File: src/sv/sle_pkg.sv
// sle_pkg: shared types and constants of the sorted list engine
// depends on nothing; used by sle_cell, sorted_list_engine and tb_sorted_list_engine
package sle_pkg;

    localparam int DEF_CAPACITY = 16;
    localparam int VAL_W        = 32;
    localparam int CMD_W        = 3;
    localparam int POS_W        = 4;
    localparam int STAT_W       = 3;
    localparam int CNT_OUT_W    = 5;

    typedef enum logic [CMD_W-1:0] {
        CMD_INSERT = 3'd0,
        CMD_REMOVE = 3'd1,
        CMD_GET    = 3'd2,
        CMD_FIND   = 3'd3,
        CMD_CLEAR  = 3'd4
    } t_cmd;

    typedef enum logic [STAT_W-1:0] {
        ST_OK       = 3'd0,
        ST_FULL     = 3'd1,
        ST_EMPTY    = 3'd2,
        ST_BADPOS   = 3'd3,
        ST_NOTFOUND = 3'd4
    } t_status;

    typedef enum logic {
        S_IDLE = 1'b0,
        S_EXEC = 1'b1
    } t_state;

    // per-cycle control broadcast to every cell of the chain
    typedef struct packed {
        logic cap;   // register compare flags against the incoming value
        logic ins;   // shift towards the tail and drop the new value in
        logic rem;   // shift towards the head over the matching entry
    } t_cell_ctl;

endpackage

File: src/sv/sle_cell.sv
// sle_cell: one entry of the sorted chain with its compare flags
// depends on sle_pkg
module sle_cell import sle_pkg::*; (
    input  logic                    i_clk,
    input  t_cell_ctl               i_ctl,
    input  logic                    i_in_range,
    input  logic signed [VAL_W-1:0] i_cmp_value,
    input  logic signed [VAL_W-1:0] i_ins_value,
    input  logic signed [VAL_W-1:0] i_prev_data,
    input  logic                    i_prev_lt,
    input  logic signed [VAL_W-1:0] i_next_data,
    output logic signed [VAL_W-1:0] o_data,
    output logic                    o_lt,
    output logic                    o_eq
);

    logic signed [VAL_W-1:0] r_data;
    logic                    r_lt;
    logic                    r_eq;

    always_ff @(posedge i_clk) begin
        if (i_ctl.cap) begin
            r_lt <= i_in_range && (r_data < i_cmp_value);
            r_eq <= i_in_range && (r_data == i_cmp_value);
        end
        // entries smaller than the value never move
        if (i_ctl.ins && !r_lt) begin
            r_data <= i_prev_lt ? i_ins_value : i_prev_data;
        end else if (i_ctl.rem && !r_lt) begin
            r_data <= i_next_data;
        end
    end

    assign o_data = r_data;
    assign o_lt   = r_lt;
    assign o_eq   = r_eq;

endmodule

File: src/sv/sorted_list_engine.sv
// sorted_list_engine: ascending list of signed words held in a chain of cells
// depends on sle_pkg and sle_cell
//
//  channel   direction  valid     stall     payload
//  command   in         i_valid   o_stall   i_command, i_value, i_position
//  result    out        o_valid   i_stall   o_status, o_read_value, o_found,
//                                           o_count, o_full_res, o_empty_res
//
// a request is accepted only in idle: the accept edge registers the compare
// flags of all cells; in execute the chain shifts and the result register loads.
// a stalled result holds the engine in its execute state.
// reset clears the count and the handshake state only; entry contents are
// not reset. no sweep after reset.
module sorted_list_engine import sle_pkg::*; #(
    parameter int CAPACITY = DEF_CAPACITY
) (
    input  logic                     i_clk,
    input  logic                     i_rst_n,
    input  logic                     i_valid,
    output logic                     o_stall,
    input  logic [CMD_W-1:0]         i_command,
    input  logic signed [VAL_W-1:0]  i_value,
    input  logic [POS_W-1:0]         i_position,
    output logic                     o_valid,
    input  logic                     i_stall,
    output logic [STAT_W-1:0]        o_status,
    output logic signed [VAL_W-1:0]  o_read_value,
    output logic                     o_found,
    output logic [CNT_OUT_W-1:0]     o_count,
    output logic                     o_full_res,
    output logic                     o_empty_res
);

    localparam int CW  = $clog2(CAPACITY + 1);
    localparam int RD  = (CAPACITY < (1 << POS_W)) ? CAPACITY : (1 << POS_W);
    localparam int RDW = $clog2(RD);
    localparam int PW  = (CW > POS_W) ? CW : POS_W;

    t_state                  r_state, n_state;
    logic [CW-1:0]           r_count, n_count;
    logic [CMD_W-1:0]        r_cmd;
    logic signed [VAL_W-1:0] r_value;
    logic [POS_W-1:0]        r_pos;

    logic                    r_out_valid;
    logic [STAT_W-1:0]       r_status, n_status;
    logic signed [VAL_W-1:0] r_rd, n_rd;
    logic                    r_found, n_found;
    logic                    r_full, r_empty;

    t_cell_ctl               w_ctl;
    logic                    w_accept, w_go, w_ins, w_rem;
    logic                    w_match, w_pos_ok;
    logic [CAPACITY-1:0]     w_lt, w_eq, w_hit, w_in_range, w_prev_lt;
    logic signed [VAL_W-1:0] w_data [CAPACITY];
    logic signed [VAL_W-1:0] w_low  [RD];

    assign o_stall  = (r_state != S_IDLE);
    assign w_accept = i_valid && !o_stall;
    assign w_go     = (r_state == S_EXEC) && (!r_out_valid || !i_stall);

    assign w_ctl.cap = w_accept;
    assign w_ctl.ins = w_go && w_ins;
    assign w_ctl.rem = w_go && w_rem;

    genvar g;
    generate
        for (g = 0; g < CAPACITY; g++) begin : g_cell
            assign w_in_range[g] = (CW'(g) < r_count);
            if (g == 0) begin : g_head
                assign w_prev_lt[g] = 1'b1;
            end else begin : g_body
                assign w_prev_lt[g] = w_lt[g-1];
            end
            sle_cell u_cell (
                .i_clk       (i_clk),
                .i_ctl       (w_ctl),
                .i_in_range  (w_in_range[g]),
                .i_cmp_value (i_value),
                .i_ins_value (r_value),
                .i_prev_data ((g == 0) ? r_value : w_data[(g == 0) ? 0 : g-1]),
                .i_prev_lt   (w_prev_lt[g]),
                .i_next_data (w_data[(g == CAPACITY-1) ? g : g+1]),
                .o_data      (w_data[g]),
                .o_lt        (w_lt[g]),
                .o_eq        (w_eq[g])
            );
            // the first entry that is not smaller is the only removal candidate
            assign w_hit[g] = w_eq[g] && !w_lt[g] && w_prev_lt[g];
        end
        for (g = 0; g < RD; g++) begin : g_low
            assign w_low[g] = w_data[g];
        end
    endgenerate

    assign w_match  = |w_hit;
    assign w_pos_ok = (PW'(r_pos) < PW'(r_count)) && (PW'(r_pos) < PW'(RD));

    always_ff @(posedge i_clk) begin
        if (!i_rst_n) begin
            r_state     <= S_IDLE;
            r_count     <= '0;
            r_out_valid <= 1'b0;
        end else begin
            r_state <= n_state;
            if (w_go) begin
                r_count     <= n_count;
                r_out_valid <= 1'b1;
            end else if (r_out_valid && !i_stall) begin
                r_out_valid <= 1'b0;
            end
        end
    end

    always_ff @(posedge i_clk) begin
        if (w_accept) begin
            r_cmd   <= i_command;
            r_value <= i_value;
            r_pos   <= i_position;
        end
        if (w_go) begin
            r_status <= n_status;
            r_rd     <= n_rd;
            r_found  <= n_found;
            r_full   <= (n_count == CW'(CAPACITY));
            r_empty  <= (n_count == '0);
        end
    end

    always_comb begin
        n_state  = r_state;
        n_count  = r_count;
        n_status = ST_OK;
        n_rd     = '0;
        n_found  = 1'b0;
        w_ins    = 1'b0;
        w_rem    = 1'b0;
        case (r_state)
            S_IDLE: begin
                if (w_accept) begin
                    n_state = S_EXEC;
                end
            end
            S_EXEC: begin
                if (w_go) begin
                    n_state = S_IDLE;
                end
                case (r_cmd)
                    CMD_INSERT: begin
                        if (r_count == CW'(CAPACITY)) begin
                            n_status = ST_FULL;
                        end else begin
                            w_ins   = 1'b1;
                            n_count = r_count + 1'b1;
                        end
                    end
                    CMD_REMOVE: begin
                        if (r_count == '0) begin
                            n_status = ST_EMPTY;
                        end else if (w_match) begin
                            w_rem   = 1'b1;
                            n_count = r_count - 1'b1;
                        end else begin
                            n_status = ST_NOTFOUND;
                        end
                    end
                    CMD_GET: begin
                        if (w_pos_ok) begin
                            n_rd = w_low[r_pos[RDW-1:0]];
                        end else begin
                            n_status = ST_BADPOS;
                            n_rd     = '1;
                        end
                    end
                    CMD_FIND: begin
                        n_found = |w_eq;
                    end
                    CMD_CLEAR: begin
                        n_count = '0;
                    end
                    default: begin
                    end
                endcase
            end
            default: begin
                n_state = S_IDLE;
            end
        endcase
    end

    assign o_valid      = r_out_valid;
    assign o_status     = r_status;
    assign o_read_value = r_rd;
    assign o_found      = r_found;
    assign o_count      = CNT_OUT_W'(r_count);
    assign o_full_res   = r_full;
    assign o_empty_res  = r_empty;

    a_count_bound: assert property (@(posedge i_clk) disable iff (!i_rst_n)
        r_count <= CW'(CAPACITY))
        else $error("count beyond capacity");

    a_accept_exec: assert property (@(posedge i_clk) disable iff (!i_rst_n)
        w_accept |=> (r_state == S_EXEC))
        else $error("accepted request did not reach execute");

    a_lt_prefix: assert property (@(posedge i_clk) disable iff (!i_rst_n)
        (r_state == S_EXEC) |-> (((w_lt >> 1) & ~w_lt) == '0))
        else $error("chain lost ascending order");

    a_insert_grow: assert property (@(posedge i_clk) disable iff (!i_rst_n)
        w_ctl.ins |=> (r_count == $past(r_count) + 1'b1))
        else $error("insert did not grow the list");

    a_full_flag: assert property (@(posedge i_clk) disable iff (!i_rst_n)
        (o_valid && (o_status == ST_FULL)) |-> o_full_res)
        else $error("full status with list not full");

endmodule

File: config.mk
export PLATFORM = sky130hd
export DESIGN_NAME = sorted_list_engine
export DESIGN_NICKNAME = d
export VERILOG_FILES = /design/src/sv/sle_pkg.sv /design/src/sv/sle_cell.sv /design/src/sv/sorted_list_engine.sv
export SDC_FILE = /design/constraint.sdc
export NUM_CORES = 2
export LEC_CHECK = 0
export BUFFER_PORTS_ARGS = -buffer_cell sky130_fd_sc_hd__buf_2
export CORE_UTILIZATION = 45
export CTS_BUF_LIST = sky130_fd_sc_hd__clkbuf_8
export DETAILED_ROUTE_END_ITERATION = 6
export PLACE_DENSITY = 0.65
export SLEW_MARGIN = 10
export SYNTH_ARGS = -nofsm -noshare
export SYNTH_HDL_FRONTEND = slang
export SYNTH_SLANG_ARGS = --single-unit
File: constraint.sdc
create_clock -name i_clk -period 8.9 [get_ports i_clk]
set_clock_uncertainty 0.05 [all_clocks]
set_input_delay 0.89 -clock i_clk [delete_from_list [all_inputs] [get_ports i_clk]]
set_output_delay 0.89 -clock i_clk [all_outputs]
set_load 0.1 [all_outputs]
==> impl_results.md <==
* Clk pin slew, worst setup/hold paths at 0.06 ns
* Hold Fails Final Rpt at 0
* Cell count after synthesis at 3995
* First-pass GRT wire length at 241500 µm
* DRT iter0 DRCs at 5319
* Crit-path leading delay family: simple AND/OR/NAND/NOR gates
* Area delta synth->final at 8.522%
* Worst Path Buf+Inv at 1
* Critical path class: flop to flop
* Register bit total from synthesis at 628
* Vias in the first global route at 33541
* Setup TNS at 0 ns
* Clk sink count at 628
* Post-Syn Nets at 4557
* Gr usage total at 32.38%
* Total detailed-routing wirelength at approximately 170000 µm
* RSZ-0062 raised after global routing: false
* Vias per inst at 6.697
* Worst-path cell chain: inv_1, ha_1, nand4bb_1, nand3_2, nor2_4, mux2_2
* Dpl hpwl at 114500 µm
* Fraction of registers with async set/reset at 0%
* Cell area after synthesis at 45210 µm²
* GR Overflow Total at 0
* Initial antenna violation count at 7
* Status: finished with violations
* CP Capture Type: flop
* Pwr per Cell Area at 149.6 nW/µm²
* Final Wtd Congestion at 0.9957
* Min Clock Period, post-route at approximately 4.4 ns
* Total core area at 98990 µm²
* Ys Warns at 0
* Slew margin rel. at 12.05%
* Max Cap Violations at 0
* Post-CTS sizing at 0
* Wire per inst at 31.04 µm
* Drt first pass iters at 7
* Number of enable flip-flop cells after synthesis at 621
* Predominant post-synthesis flop cell: edfxtp_1
* Period utilization at 48.99%
* Die W at about 320 µm
* Worst skew pair latency at 0.81 ns
* Final Net Count at about 4600
* CTS buffer count at around 110
* Slowest stage delay, CP at 1.35 ns
* Row cnt at 115
* Peak VDD IR at 108.6 µV
* Final Util at roughly 50%
* Nature of the critical path startpoint: flop
* Post-cts hold buffer count at 0
* Static Leak at ~19 nW
* ANT nets after route at 0
* Worst min path class: input pin to flop
* Worst-path fanout max at 33
* Syn Area/Cell at 11.32 µm²
* Worst path required time at 9.37 ns
* Buffers on Ports at 87
* Final setup vio count at 0
* Die height at 319.0 µm
* H-Tree Depth at 3
* Slew Viols, Final at 0
* Setup Fix Bufs, Post-CTS at 0
* Failing checks: design-rule violations
* Worst-Margin Slew at roughly 1.3 ns
* Register Area at 18790 µm²
* Fillers at 8874
* Multi-input logic area at 25280 µm²
* Arrival time worst endpoint at ~4.8 ns
* Clock Tree Buf Depth at 3
* Fmax achieved at 229.3 MHz
* Worst-path cell with the longest stage delay: nor2_4
* Seq/Total Area, Yosys at roughly 42%
* Starting Density at between 40% and 50%
* DR vias at ~36000
* Root buf cell: clkbuf_8
* Cell variety after synth at 71
* DRC at 1
* Layout cell share with drive strength beyond 1 at approximately 14%
* CTS tree: built
* # IOs at 88
* Die area at around 100000 µm²
* Largest net degree at the start of global routing at 98
-- per-layer routing --
layer	vias up	track usage (%)	wire, µm	share of wire, %
met5	-	0	27	0.016
li1	15588	-	-	-
met3	419	6.960	20290	12
met4	4	13.85	7865	4.7
met2	2527	48.98	73420	44
met1	17712	44.76	66440	40
-- registers in the layout, indices dropped and copies added, names as in the netlist, 3 cells and up --
name                  count
r_pos                     4
g_cell.u_cell.o_lt       16
o_status                  3
r_cmd                     3
r_value                  32
o_count                   5
g_cell.u_cell.o_data    512
g_cell.u_cell.o_eq       16
o_read_value             32
-- final cells by class --
type	instances	share of cell area (%)
Inverter	77	0.5891
Tap cell	1287	3.282
Multi-Input combinational cell	3057	51.53
Antenna cell	3	0.01530
Sequential cell	628	38.30
Clock inverter	75	0.7702
Timing Repair Buffer	166	2.147
Clock buffer	120	3.366
-- cell usage after synthesis (17+ instances only) --
cell type,instances,area (µm²)
edfxtp_1,621,18650
a21oi_1,610,3053
nor2_1,552,2072
ha_1,519,6494
mux2i_1,450,4504
mux4_2,160,3603
a21o_1,143,1074
clkbuf_1,120,450.4
nand4_1,112,700.7
buf_2,87,435.4
inv_1,77,289.0
nand2_1,69,259.0
mux2_2,68,765.7
o21ai_0,55,275.3
o21a_1,36,270.3
nand3_1,30,150.1
nor3_1,26,130.1
nor2b_1,25,156.4
a211oi_1,24,180.2
o211ai_1,17,127.6
-- layout by cell type, fill, tap and decap left out, drive strengths merged, types with 11 or more instances in the layout --
cell	instances
inv	117
edfxtp	621
nand3	31
a21o	143
mux2i	450
clkbuf	120
o21ai	56
buf	166
o211ai	17
nor4	14
a211oi	24
nand2	69
o21a	36
nor2	564
mux2	69
mux4	160
nor3	29
nand2b	11
a21oi	610
nand4	112
clkinv	31
ha	519
nor2b	25
-- cells by family after synthesis --
logic type	synth area share (%)
flops	41.56
xor+xnor	0.07751
simple gates	9.150
compound gates	12.25
fa+ha+maj	14.36
mux	19.65
buf+inv	2.948
-- report_power, final --
part	internal [mW]	switching [mW]
clock	1.31	1.31
combinational	0.455	0.809
sequential	3.32	0.136
total	5.08	2.26
-- worst reg2reg max path, cell delays in order, from the launching register on --
cell and delay [ns]:
dfxtp_1 0.64, inv_1 0.24, ha_1 0.29, nand4bb_1 0.23, nand3_2 0.79, nor2_4 1.39
mux2_2 0.46
-- stage by stage --
stage / area [µm²] / worst slack, ns / hold WS, ns / total power [mW] / std cells
2_1_floorplan: 45210 / 4.339 / 0.5366 / 4.310 / 3995
3_3_place_gp: 47000 / 4.757 / 0.5043 / 4.718 / 5214
3_5_place_dp: 47020 / 4.653 / 0.5245 / 4.737 / 5215
4_1_cts: 49050 / 4.633 / 0.1889 / 7.311 / 5410
5_1_grt: 49060 / 4.408 / 0.2233 / 7.528 / 5411
6_report: 49060 / 4.540 / 0.2193 / 7.341 / 5413
-- path summary, 6_finish.rpt --
kind,to,slack [ns],cells past startpoint,start
setup / recovery,g_cell[0].u_cell.o_data[2],4.54,6,o_count[0]
hold / removal,r_pos[1],0.22,1,i_position[1]
setup reg to reg,g_cell[0].u_cell.o_data[2],4.54,6,o_count[0]
hold reg to reg,o_valid,0.53,2,o_valid
(Power assumes the default switching activity.)
